**src/rtl/lrpd_pkg.sv**
```systemverilog
// ---------------------------------------------------------------------------
// lrpd_pkg - shared types and constants for the latching relay pulse driver
// Command codes, relay position and sequence phase codes, port bytes and the
// item structs passed between the pipeline stages.
// ---------------------------------------------------------------------------
`default_nettype none

package lrpd_pkg;

  // Port bytes
  localparam logic [7:0] PORT_POL_A = 8'hC0;
  localparam logic [7:0] PORT_POL_B = 8'h30;
  localparam logic [7:0] PORT_OFF   = 8'h50;

  // Coil time after reset
  localparam logic [15:0] COIL_RESET = 16'd20;

  // Register map
  localparam int          CFG_ADDR_W    = 3;
  localparam logic        REG_COIL_TICKS = 1'b0;

  typedef enum logic [1:0] {
    FUNC_TICK   = 2'd0,
    FUNC_SET    = 2'd1,
    FUNC_TOGGLE = 2'd2,
    FUNC_PULSE  = 2'd3
  } func_t;

  typedef enum logic [1:0] {
    POS_UNKNOWN = 2'd0,
    POS_OFF     = 2'd1,
    POS_ON      = 2'd2
  } pos_t;

  typedef enum logic [1:0] {
    PH_IDLE      = 2'd0,
    PH_OFF       = 2'd1,
    PH_PULSE_OFF = 2'd2,
    PH_REVERSE   = 2'd3
  } phase_t;

  // One command item
  typedef struct packed {
    func_t       func;
    logic        level;
    logic [31:0] pulse_ticks;
  } item_t;

  // One result item
  typedef struct packed {
    logic       port_write;
    logic [7:0] port_value;
    logic [1:0] position;
    logic       toggle_ok;
  } result_t;

endpackage

`default_nettype wire

```
**src/rtl/lrpd_apb.sv**
```systemverilog
// ---------------------------------------------------------------------------
// lrpd_apb - configuration register port
// Holds the coil time register behind an APB-style slave with no wait states.
// ---------------------------------------------------------------------------
`default_nettype none

module lrpd_apb (
  input  wire logic                            clk,
  input  wire logic                            rst,
  input  wire logic                            psel,
  input  wire logic                            penable,
  input  wire logic                            pwrite,
  input  wire logic [lrpd_pkg::CFG_ADDR_W-1:0] paddr,
  input  wire logic [31:0]                     pwdata,
  output logic      [31:0]                     prdata,
  output logic                                 pready,
  output logic      [15:0]                     coil_ticks
);
  import lrpd_pkg::*;

  logic reg_sel;

  // Word index sits above the byte offset
  assign reg_sel = (paddr[CFG_ADDR_W-1] == REG_COIL_TICKS);
  assign pready  = 1'b1;

  // Coil time register
  always_ff @(posedge clk) begin
    if (rst) begin
      coil_ticks <= COIL_RESET;
    end else if (psel && penable && pwrite && reg_sel) begin
      coil_ticks <= pwdata[15:0];
    end
  end

  // Read back
  always_comb begin
    prdata = '0;
    if (reg_sel) begin
      prdata = {16'd0, coil_ticks};
    end
  end

endmodule

`default_nettype wire

```
**src/rtl/lrpd_in_stage.sv**
```systemverilog
// ---------------------------------------------------------------------------
// lrpd_in_stage - input register
// Captures one command item and hands it to the sequencer; refills in the
// same cycle that the held item moves on.
// ---------------------------------------------------------------------------
`default_nettype none

module lrpd_in_stage (
  input  wire logic            clk,
  input  wire logic            rst,
  input  wire logic            in_valid,
  output logic                 in_ready,
  input  wire lrpd_pkg::item_t in_item,
  input  wire logic            advance,
  output logic                 held_valid,
  output lrpd_pkg::item_t      held_item
);
  import lrpd_pkg::*;

  assign in_ready = !held_valid || advance;

  // Occupancy
  always_ff @(posedge clk) begin
    if (rst) begin
      held_valid <= 1'b0;
    end else if (in_ready) begin
      held_valid <= in_valid;
    end
  end

  // Payload
  always_ff @(posedge clk) begin
    if (in_valid && in_ready) begin
      held_item <= in_item;
    end
  end

endmodule

`default_nettype wire

```
**src/rtl/lrpd_seq.sv**
```systemverilog
// ---------------------------------------------------------------------------
// lrpd_seq - relay sequencer
// Keeps relay position, phase, tick countdown and pulse wait, and works out
// the result of one item in a single pass; state moves on when fire is high.
// ---------------------------------------------------------------------------
`default_nettype none

module lrpd_seq (
  input  wire logic            clk,
  input  wire logic            rst,
  input  wire logic            fire,
  input  wire lrpd_pkg::item_t item,
  input  wire logic [15:0]     coil_ticks,
  output lrpd_pkg::result_t    result
);
  import lrpd_pkg::*;

  pos_t        relay_position, relay_position_next;
  phase_t      phase, phase_next;
  logic [31:0] countdown, countdown_next;
  logic [31:0] pulse_hold, pulse_hold_next;

  logic [31:0] coil_time;
  logic [31:0] count_dec;
  logic        pos_known;

  assign coil_time = (coil_ticks == 16'd0) ? 32'd1 : {16'd0, coil_ticks};
  assign count_dec = countdown - 32'd1;
  assign pos_known = (relay_position == POS_OFF) || (relay_position == POS_ON);

  // Step logic
  always_comb begin
    relay_position_next = relay_position;
    phase_next          = phase;
    countdown_next      = countdown;
    pulse_hold_next     = pulse_hold;
    result              = '0;
    unique case (item.func)
      FUNC_SET: begin
        result.port_write   = 1'b1;
        result.port_value   = item.level ? PORT_POL_A : PORT_POL_B;
        relay_position_next = item.level ? POS_ON : POS_OFF;
        phase_next          = PH_OFF;
        countdown_next      = coil_time;
      end
      FUNC_TOGGLE: begin
        if (pos_known) begin
          result.port_write   = 1'b1;
          result.toggle_ok    = 1'b1;
          result.port_value   = (relay_position == POS_OFF) ? PORT_POL_A : PORT_POL_B;
          relay_position_next = (relay_position == POS_OFF) ? POS_ON : POS_OFF;
          phase_next          = PH_OFF;
          countdown_next      = coil_time;
        end
      end
      FUNC_PULSE: begin
        pulse_hold_next     = item.pulse_ticks;
        result.port_write   = 1'b1;
        result.port_value   = PORT_POL_A;
        relay_position_next = POS_ON;
        phase_next          = PH_PULSE_OFF;
        countdown_next      = coil_time;
      end
      FUNC_TICK: begin
        if (phase != PH_IDLE && countdown != 32'd0) begin
          countdown_next = count_dec;
          // Pending action falls due
          if (count_dec == 32'd0) begin
            unique case (phase)
              PH_OFF: begin
                result.port_write = 1'b1;
                result.port_value = PORT_OFF;
                phase_next        = PH_IDLE;
              end
              PH_PULSE_OFF: begin
                result.port_write = 1'b1;
                result.port_value = PORT_OFF;
                phase_next        = PH_REVERSE;
                countdown_next    = (pulse_hold == 32'd0) ? 32'd1 : pulse_hold;
              end
              default: begin
                if (pos_known) begin
                  result.port_write   = 1'b1;
                  result.port_value   = (relay_position == POS_OFF) ? PORT_POL_A
                                                                    : PORT_POL_B;
                  relay_position_next = (relay_position == POS_OFF) ? POS_ON : POS_OFF;
                  phase_next          = PH_OFF;
                  countdown_next      = coil_time;
                end else begin
                  phase_next = PH_IDLE;
                end
              end
            endcase
          end
        end else begin
          phase_next     = PH_IDLE;
          countdown_next = 32'd0;
        end
      end
    endcase
    result.position = relay_position_next;
  end

  // State registers
  always_ff @(posedge clk) begin
    if (rst) begin
      relay_position <= POS_UNKNOWN;
      phase          <= PH_IDLE;
      countdown      <= 32'd0;
      pulse_hold     <= 32'd0;
    end else if (fire) begin
      relay_position <= relay_position_next;
      phase          <= phase_next;
      countdown      <= countdown_next;
      pulse_hold     <= pulse_hold_next;
    end
  end

endmodule

`default_nettype wire

```
**src/rtl/latching_relay_pulse_driver.sv**
```systemverilog
// ---------------------------------------------------------------------------
// latching_relay_pulse_driver - bistable relay coil driver
// Top level: config port, input register, sequencer and result register.
// ---------------------------------------------------------------------------
// Every command item (tick, set, toggle, pulse) gives exactly one result item.
// Each accepted item is held in the input register; when it moves on, the
// sequencer's one-pass result is written into the result register and is
// valid there. A new item is taken every cycle as long as results are
// drained; the state update of one item is in place before the next item
// is worked on, so the throughput is one item per clock.
// Coil and pulse timing count tick items, not clocks.
// Write coil_ticks only while no items are in flight.
`default_nettype none

module latching_relay_pulse_driver (
  input  wire logic                            clk,
  input  wire logic                            rst,
  // Configuration port
  input  wire logic                            psel,
  input  wire logic                            penable,
  input  wire logic                            pwrite,
  input  wire logic [lrpd_pkg::CFG_ADDR_W-1:0] paddr,
  input  wire logic [31:0]                     pwdata,
  output logic      [31:0]                     prdata,
  output logic                                 pready,
  // Command items
  input  wire logic                            in_valid,
  output logic                                 in_ready,
  input  wire logic [1:0]                      func,
  input  wire logic                            level,
  input  wire logic [31:0]                     pulse_ticks,
  // Result items
  output logic                                 out_valid,
  input  wire logic                            out_ready,
  output logic                                 port_write,
  output logic      [7:0]                      port_value,
  output logic      [1:0]                      position,
  output logic                                 toggle_ok
);
  import lrpd_pkg::*;

  logic [15:0] coil_ticks;
  item_t       in_item;
  item_t       held_item;
  logic        held_valid;
  logic        advance;
  result_t     step_result;
  result_t     out_result;

  lrpd_apb u_apb (
    .clk        (clk),
    .rst        (rst),
    .psel       (psel),
    .penable    (penable),
    .pwrite     (pwrite),
    .paddr      (paddr),
    .pwdata     (pwdata),
    .prdata     (prdata),
    .pready     (pready),
    .coil_ticks (coil_ticks)
  );

  assign in_item.func        = func_t'(func);
  assign in_item.level       = level;
  assign in_item.pulse_ticks = pulse_ticks;

  lrpd_in_stage u_in_stage (
    .clk        (clk),
    .rst        (rst),
    .in_valid   (in_valid),
    .in_ready   (in_ready),
    .in_item    (in_item),
    .advance    (advance),
    .held_valid (held_valid),
    .held_item  (held_item)
  );

  // Held item moves on when the result register is free or draining
  assign advance = held_valid && (!out_valid || out_ready);

  lrpd_seq u_seq (
    .clk        (clk),
    .rst        (rst),
    .fire       (advance),
    .item       (held_item),
    .coil_ticks (coil_ticks),
    .result     (step_result)
  );

  // Result register
  always_ff @(posedge clk) begin
    if (rst) begin
      out_valid <= 1'b0;
    end else if (!out_valid || out_ready) begin
      out_valid <= held_valid;
    end
  end

  always_ff @(posedge clk) begin
    if (advance) begin
      out_result <= step_result;
    end
  end

  assign port_write = out_result.port_write;
  assign port_value = out_result.port_value;
  assign position   = out_result.position;
  assign toggle_ok  = out_result.toggle_ok;

  // Checks
  a_no_write_zero : assert property (@(posedge clk) disable iff (rst)
    out_valid && !port_write |-> port_value == 8'h00)
    else $error("port value set without a port write");

  a_toggle_drives : assert property (@(posedge clk) disable iff (rst)
    out_valid && toggle_ok |->
      port_write && (port_value == PORT_POL_A || port_value == PORT_POL_B))
    else $error("successful toggle without a coil drive");

  a_set_writes : assert property (@(posedge clk) disable iff (rst)
    advance && held_item.func == FUNC_SET |=> out_valid && port_write)
    else $error("set item gave no port write");

endmodule

`default_nettype wire

```
**config.mk**
```make
export PLATFORM = sky130hd
export DESIGN_NAME = latching_relay_pulse_driver
export DESIGN_NICKNAME = d
export VERILOG_FILES = /design/src/rtl/lrpd_pkg.sv /design/src/rtl/lrpd_apb.sv /design/src/rtl/lrpd_in_stage.sv /design/src/rtl/lrpd_seq.sv /design/src/rtl/latching_relay_pulse_driver.sv
export SDC_FILE = /design/constraint.sdc
export NUM_CORES = 1
export LEC_CHECK = 0
export ABC_CLOCK_PERIOD_IN_PS = 6700
export BUFFER_PORTS_ARGS = -buffer_cell sky130_fd_sc_hd__buf_2
export CORE_MARGIN = 2
export CORE_UTILIZATION = 31
export DETAILED_ROUTE_END_ITERATION = 10
export SYNTH_ARGS = -nofsm -noshare
export SYNTH_HDL_FRONTEND = slang
export SYNTH_SLANG_ARGS = --single-unit
```
**constraint.sdc**
```tcl
create_clock -name clk -period 6.7 [get_ports clk]
set_clock_uncertainty 0.15 [all_clocks]
set_input_delay 1.675 -clock clk [delete_from_list [all_inputs] [get_ports clk]]
set_output_delay 1.675 -clock clk [all_outputs]
set_load 0.005 [all_outputs]
```
==> results.md, run 1 <==
* Die area at 0.0240 mm²
* Post-synthesis compound-gate area fraction at 0.198
* Mapped cell area at 0.00708 mm²
* Slew HR at 0.241
* FMAX at 217 MHz
* Setup TNS at 0 ns
* Final setup violation count at 0
* LEAKAGE at 2.98 nW
* Vias in the first global route at 5860
* Postcts setup bufs at 0
* Fin cells at 1184
* WS Path Type: flop to flop
* Vias per cell at 5.37
* Layout cells sized above 1 at 0.166
* Worst-margin pin slew at 1.14 ns
* Total grt overflow at 0
* Crit Reg-Reg Startpoint: u_seq.countdown[0]
* Outcome: finished clean
* RSZ-0062 raised after global routing: false
* Worst skew pair latency at 0.42 ns
* Final period util at 0.688
* Chip width at 155 µm
* IO buf count at 84
* Post-synthesis xor/xnor area fraction at 0.0161
* Post-synth EDFFs at 43
* Maximum VDD drop at 0.175 mV
* Largest family of logic cells by synthesized area: simple AND/OR/NAND/NOR gates
* Critical path arrival at 4.82 ns
* Hpwl dp at 14300 µm
* Worst Hold Path EP: u_seq.pulse_hold[10]
* DR pass1 iterations at 5
* Crit end category: flop
* Number of CTS-inserted buffers at 17
* CTS tree: yes
* First DRT Iteration DRCs at 485
* GPL Wtd Cong at 0.911
* Max Root-Sink Buffers at 2
* Pin count of the biggest net entering global routing at 48
* Clock Sink Count at 129
* Register bit count reported by yosys at 129
* CP cell instances: inv_1, ha_1, or3b_2, nor4_4, xnor2_1, nand3_1, or4b_4, nor4b_4, and4_1, a22o_2
* Post-synth ARST share at 0
* Synth Area in Simple Gates at 0.259
* Hold buffers post-CTS at 0
* Htree depth at 4
* Power per cell area at 256 mW/mm²
* IO Count at 124
* Main synth FF type: dfxtp_1
* Distinct cell type count after synthesis at 81
* Final nets at 975
* Endpoints failing hold at 0
* Row cnt at 55
* Crit path max fanout at 14
* Die height at 155 µm
* CP Buf/Inv Count at 1
* Reg2Reg Depth at 10
* GRT Total Usage at 0.167
* Max incr delay on CP at 0.73 ns
* Clock Root Buffer: clkbuf_16
* Antenna Nets Post-Route at 0
* Hold Path Origin: u_seq.pulse_hold[10]
* Final WL at 20100 µm
* Antenna violations before repair at 0
* Avg Cell Area, Syn at 8.47 µm²
* Vias at 6353
* Finished Core Util at 0.360
* Mux contribution to synthesized area at 0.00866
* Post-route DRC violation count at 0
* Area Growth Syn to Fin at 14.6%
* Critical-path top delay cell: and4_1
* Tmin final at 4.61 ns
* CP Data Required Time at 6.92 ns
* Worst R2R End: u_seq.countdown[17]
* Initial Utilization at 0.314
* Post-Syn Instances at 835
* Post-synthesis adder-cell area fraction at 0.0212
* Worst Hold Class: flop to flop
* R2R setup slack at 2.09 ns
* Slew Limit Fails at 0
* Drt wl/cell at 17.0 µm
* Layout Cell Area excl Fill at 0.00811 mm²
* Placed insts at 1152
* Worst Hold Depth at 2
* Core footprint at 0.0225 mm²
* Placed cell areas at 0.00756 mm²
* Global-route wire length before repair at 31800 µm
* Reg clk slew, reported paths at 0.06 ns
* Max Cap Viol at 0
* Seq/Total Area, Yosys at 0.426
* CP delay by family, top: simple AND/OR/NAND/NOR gates
* # resized after CTS at 0
* Synth warnings at 0
* Startpoint class of the critical path: flop
* Antenna diodes at 0
## flip-flops by register name, indices dropped and copies added (netlist names)
register               count
u_in_stage.held_item      35
u_seq.countdown           32
u_seq.pulse_hold          32
u_apb.coil_ticks          16
port_value                 4
position                   2
u_seq.phase                2
u_seq.relay_position       2
out_valid                  1
port_write                 1
toggle_ok                  1
u_in_stage.held_valid      1
## how the worst max path moves through the flow
stage,from,to,slack [ns],cells past startpoint
after floorplan,paddr[2],prdata[10],2.86,2
after global placement,u_seq.countdown[0],u_seq.countdown[26],2.19,10
after detailed placement,u_seq.countdown[0],u_seq.countdown[26],2.14,10
after CTS,u_seq.countdown[0],u_seq.countdown[17],2.15,10
after global routing,u_seq.countdown[0],u_seq.countdown[17],1.90,10
final,u_seq.countdown[0],u_seq.countdown[17],2.09,10
## area by class of cell
type	count	area (µm²)
clock buffer	18	439
clock inverter	14	105
fill	2321	14400
inverter	20	75.1
multi-input combinational	627	3650
sequential	129	3010
tap	285	357
timing repair buffer	91	473
## metrics by stage
stage | hold WS (ns) | power (W) | setup slack (ns)
5_1_grt | 0.344 | 0.00216 | 1.90
2_1_floorplan | 0.294 | 0.00112 | 2.86
3_3_place_gp | 0.309 | 0.00121 | 2.19
3_5_place_dp | 0.312 | 0.00121 | 2.14
6_report | 0.321 | 0.00208 | 2.09
4_1_cts | 0.320 | 0.00209 | 2.15
## per-layer routing
metal | share of wire | wire [µm] | global-route usage
met5 | 0 | 0 | 0
met1 | 0.45 | 9040 | 0.217
met4 | 0.034 | 683 | 0.0745
met3 | 0.062 | 1260 | 0.0362
met2 | 0.45 | 9160 | 0.266
## cell usage in the layout, fill, tap and decap left out, drive strengths merged, types with 5 or more instances in the layout
master and n:
a211oi 5, or3 8, o31ai 5, nand4 13, nand3 21, nand2b 9, nor4 31, clkbuf 18
a21o 6, a31oi 7, nor2b 19, nor3 26, a21boi 7, a22oi 8, nor2 42, and4 5
a21oi 89, dfxtp 86, inv 24, o2bb2ai 10, xnor2 9, ha 12, and2 6, clkinv 7
nor3b 5, a32o 8, mux2i 5, edfxtp 43, a22o 6, o21ai 42, nand2 148, buf 91
conb 21
## cells in the mapped netlist (all sizes together), types with 7 or more instances
master | count | area [µm²]
nand4 | 13 | 81.3
nor2b | 19 | 119
nor2 | 42 | 158
a21boi | 7 | 52.6
dfxtp | 86 | 1720
xnor2 | 9 | 78.8
nor4 | 31 | 239
a22oi | 8 | 60.1
nand2 | 148 | 566
o21ai | 42 | 210
o2bb2ai | 10 | 100
ha | 12 | 150
edfxtp | 43 | 1290
or3 | 8 | 56.3
a32o | 8 | 80.1
nor3 | 26 | 135
a21oi | 89 | 445
buf | 38 | 262
nand3 | 21 | 105
nand2b | 9 | 56.3
inv | 19 | 71.3
clkbuf | 40 | 154
a31oi | 7 | 43.8
## worst reg2reg max path, cell delays in order, from the launching register on
cell     delay, ns
dfxtp_1       0.44
inv_1         0.11
ha_1          0.33
or3b_2        0.55
nor4_4        0.48
xnor2_1       0.28
nand3_1       0.13
or4b_4        0.55
nor4b_4       0.54
and4_1        0.74
a22o_2        0.27
## power by group
| group | switching (W) | internal [W] | leakage, nW |
|---|---|---|---|
| sequential | 0.0000246 | 0.000838 | 1.11 |
| clock | 0.000387 | 0.000487 | 0.263 |
| combinational | 0.000218 | 0.000122 | 1.60 |
## logic make-up (layout without fill, tap and decap cells)
kind of cell	Yosys count	after routing
xor+xnor	13	13
buf+inv	98	143
mux	6	6
flops	129	129
simple gates	355	355
fa+ha+maj	12	12
compound gates	220	220
other cells	2	21
Power figures use the tool's default switching activity.
==> run 2: changes to the inputs <==
ABC_CLOCK_PERIOD_IN_PS = 4550   (was 6700)
clock period = 4.55 ns   (was 6.7 ns; I/O delays follow)
==> results.md, run 2 (synthesis results as in run 1) <==
* GPL Wtd Cong at 0.907 (-0.45%)
* Setup TNS at 0 ns (unchanged)
* Die height at 155 µm (unchanged)
* Global-route wire length before repair at 32400 µm (+1.8%)
* Max FFs per register at 35 (unchanged)
* Antenna Nets Post-Route at 0 (unchanged)
* CP Data Required Time at 4.76 ns (-2.16 ns)
* Critical path arrival at 4.07 ns (-0.75 ns)
* DR pass1 iterations at 5 (unchanged)
* Crit Reg-Reg Startpoint: u_seq.countdown[1]
* Vias at 6456 (+1.6%)
* Row cnt at 55 (unchanged)
* Clock power share at 0.429 (+0.008)
* R2R setup slack at 0.69 ns (-1.40 ns)
* Total power at 0.00312 W (+50%)
* Core footprint at 0.0225 mm² (unchanged)
* Clock Root Buffer: clkbuf_16
* Register area at 0.00301 mm² (unchanged)
* Crit end category: flop
* Htree depth at 4 (unchanged)
* P_int at 0.00226 W (+56%)
* FMAX at 259 MHz (+19%)
* First DRT Iteration DRCs at 459 (-5.4%)
* Max Cap Viol at 0 (unchanged)
* Fillers at 2316 (-0.22%)
* Die area at 0.0240 mm² (unchanged)
* Commonest non-fill, non-tap cells in the layout: nand2_1 (146), a21oi_1 (88), dfxtp_1 (86)
* Startpoint class of the critical path: flop
* Clock Sink Count at 129 (unchanged)
* Final WL at 20400 µm (+1.2%)
* Setup crit start: u_seq.countdown[1]
* LEAKAGE at 3.07 nW (+2.9%)
* Final nets at 989 (+1.4%)
* Slew Limit Fails at 0 (unchanged)
* Total grt overflow at 0 (unchanged)
* Antenna diodes at 0 (unchanged)
* Drt wl/cell at 17.0 µm (about the same)
* Crit path max fanout at 14 (unchanged)
* # resized after CTS at 0 (unchanged)
* Post-route DRC violation count at 0 (unchanged)
* IO Count at 124 (unchanged)
* Tmin final at 3.86 ns (-0.750 ns)
* Reg clk slew, reported paths at 0.05 ns (about the same)
* Worst-margin pin slew at 0.817 ns (-0.322 ns)
* GRT Total Usage at 0.171 (+0.00422)
* Net Sw Frac at 0.276 (-0.0269)
* Hold buffers post-CTS at 0 (unchanged)
* Chip width at 155 µm (unchanged)
* Layout Cell Area excl Fill at 0.00824 mm² (+1.6%)
* Reg2Reg Depth at 11 (+1)
* Antenna violations before repair at 0 (unchanged)
* Layout cells sized above 1 at 0.176 (+0.0106)
* Final period util at 0.848 (+0.160)
* Most common cell after layout, fill and taps aside: nand2_1
* Maximum VDD drop at 0.290 mV (+65%)
* CTS tree: yes
* Hold Path Origin: u_seq.pulse_hold[9]
* Area Growth Syn to Fin at 16.5%
* Area of the multi-input gates at 0.00365 mm² (unchanged)
* Vias in the first global route at 5993 (+2.3%)
* Worst Hold Path EP: u_seq.pulse_hold[9]
* Worst R2R End: u_seq.countdown[26]
* Worst Hold Depth at 2 (unchanged)
* Outcome: finished clean
* Hpwl dp at 14700 µm (+2.4%)
* IO buf count at 84 (unchanged)
* Flop pwr share at 0.408 (-0.007)
* Pin count of the biggest net entering global routing at 36 (-25%)
* Gate power share at 0.163 (about the same)
* Vias per cell at 5.39 (+0.43%)
* Postcts setup bufs at 0 (unchanged)
* Initial Utilization at 0.314 (unchanged)
* RSZ-0062 raised after global routing: false
* Setup ws final at 0.694 ns (-1.40 ns)
* Switching power total at 0.000861 W (+37%)
* Worst Hold Class: flop to flop
* Max Root-Sink Buffers at 2 (unchanged)
* Largest reg by FF count: u_in_stage.held_item
* Number of CTS-inserted buffers at 17 (unchanged)
* Placed cell areas at 0.00767 mm² (+1.4%)
* Endpoints failing hold at 0 (unchanged)
* WS Path Type: flop to flop
* Slew HR at 0.455 (+0.214)
* Top flop regs: u_in_stage.held_item x35, u_seq.countdown x32, u_seq.pulse_hold x32
* DP Worst Slack at 0.747 ns (-1.40 ns)
* Final setup violation count at 0 (unchanged)
* Worst skew pair latency at 0.42 ns (about the same)
* Power per cell area at 378 mW/mm² (+48%)
run 2: cell types whose count changed in the layout (fill, tap and decap cells not counted):
| cell | previous run | this run |
|---|---|---|
| clkbuf_8 | 1 | 2 |
| inv_6 | 4 | 1 |
| clkbuf_1 | 0 | 3 |
| clkinvlp_4 | 3 | 1 |
| buf_4 | 7 | 21 |
| clkinv_1 | 2 | 1 |
| clkinv_4 | 2 | 0 |
| bufinv_16 | 0 | 2 |
| inv_4 | 0 | 1 |
| inv_8 | 1 | 0 |
| clkinv_2 | 3 | 5 |
run 2: worst max-delay path by stage:
stage,to
global route,u_seq.countdown[17]
floorplan,u_seq.countdown[18]
CTS,u_seq.countdown[26]
detailed placement,u_seq.countdown[26]
finish,u_seq.countdown[26]
global placement,u_seq.countdown[26]
run 2: routing by layer:
metal / vias up / share of wire / GRT usage
li1: 3113 / - / -
met1: 3060 / 0.45 / 0.224
met2: 247 / 0.47 / 0.279
met3: 36 / 0.053 / 0.0298
met4: 0 / 0.028 / 0.0741
met5: - / 0 / 0
run 2: cell type report:
class                      count  share of cell area
clock buffer                  22              0.0563
inverter                      20             0.00911
tap                          285              0.0433
clock inverter                10              0.0131
timing repair buffer         105              0.0701
multi-input combinational    627               0.443
sequential                   129               0.366
run 2: power groups by stage:
stage / clock [W] / combinational [W] / sequential (W)
global route: 0.00140 / 0.000558 / 0.00128
floorplan: 0 / 0.000373 / 0.00128
detailed placement: 0 / 0.000500 / 0.00130
finish: 0.00134 / 0.000509 / 0.00127
global placement: 0 / 0.000500 / 0.00129
CTS: 0.00136 / 0.000504 / 0.00127
run 2: stage by stage:
stage               instances  hold slack, ns  utilization
floorplan                 854           0.294            -
global placement         1166           0.310        0.341
detailed placement       1166           0.318        0.341
CTS                      1198           0.326        0.366
global route             1198           0.346        0.366
finish                   1198           0.327        0.366
run 2: worst max-delay path, stage by stage (launching register included):
cell and delay [ns]:
dfxtp_1 0.41, inv_1 0.12, ha_1 0.36, nor3b_2 0.53, nand2_4 0.16, nor4_4 0.39
o211ai_1 0.14, or4b_4 0.58, nor4b_4 0.35, and4_1 0.23, buf_4 0.23, a22o_2 0.17
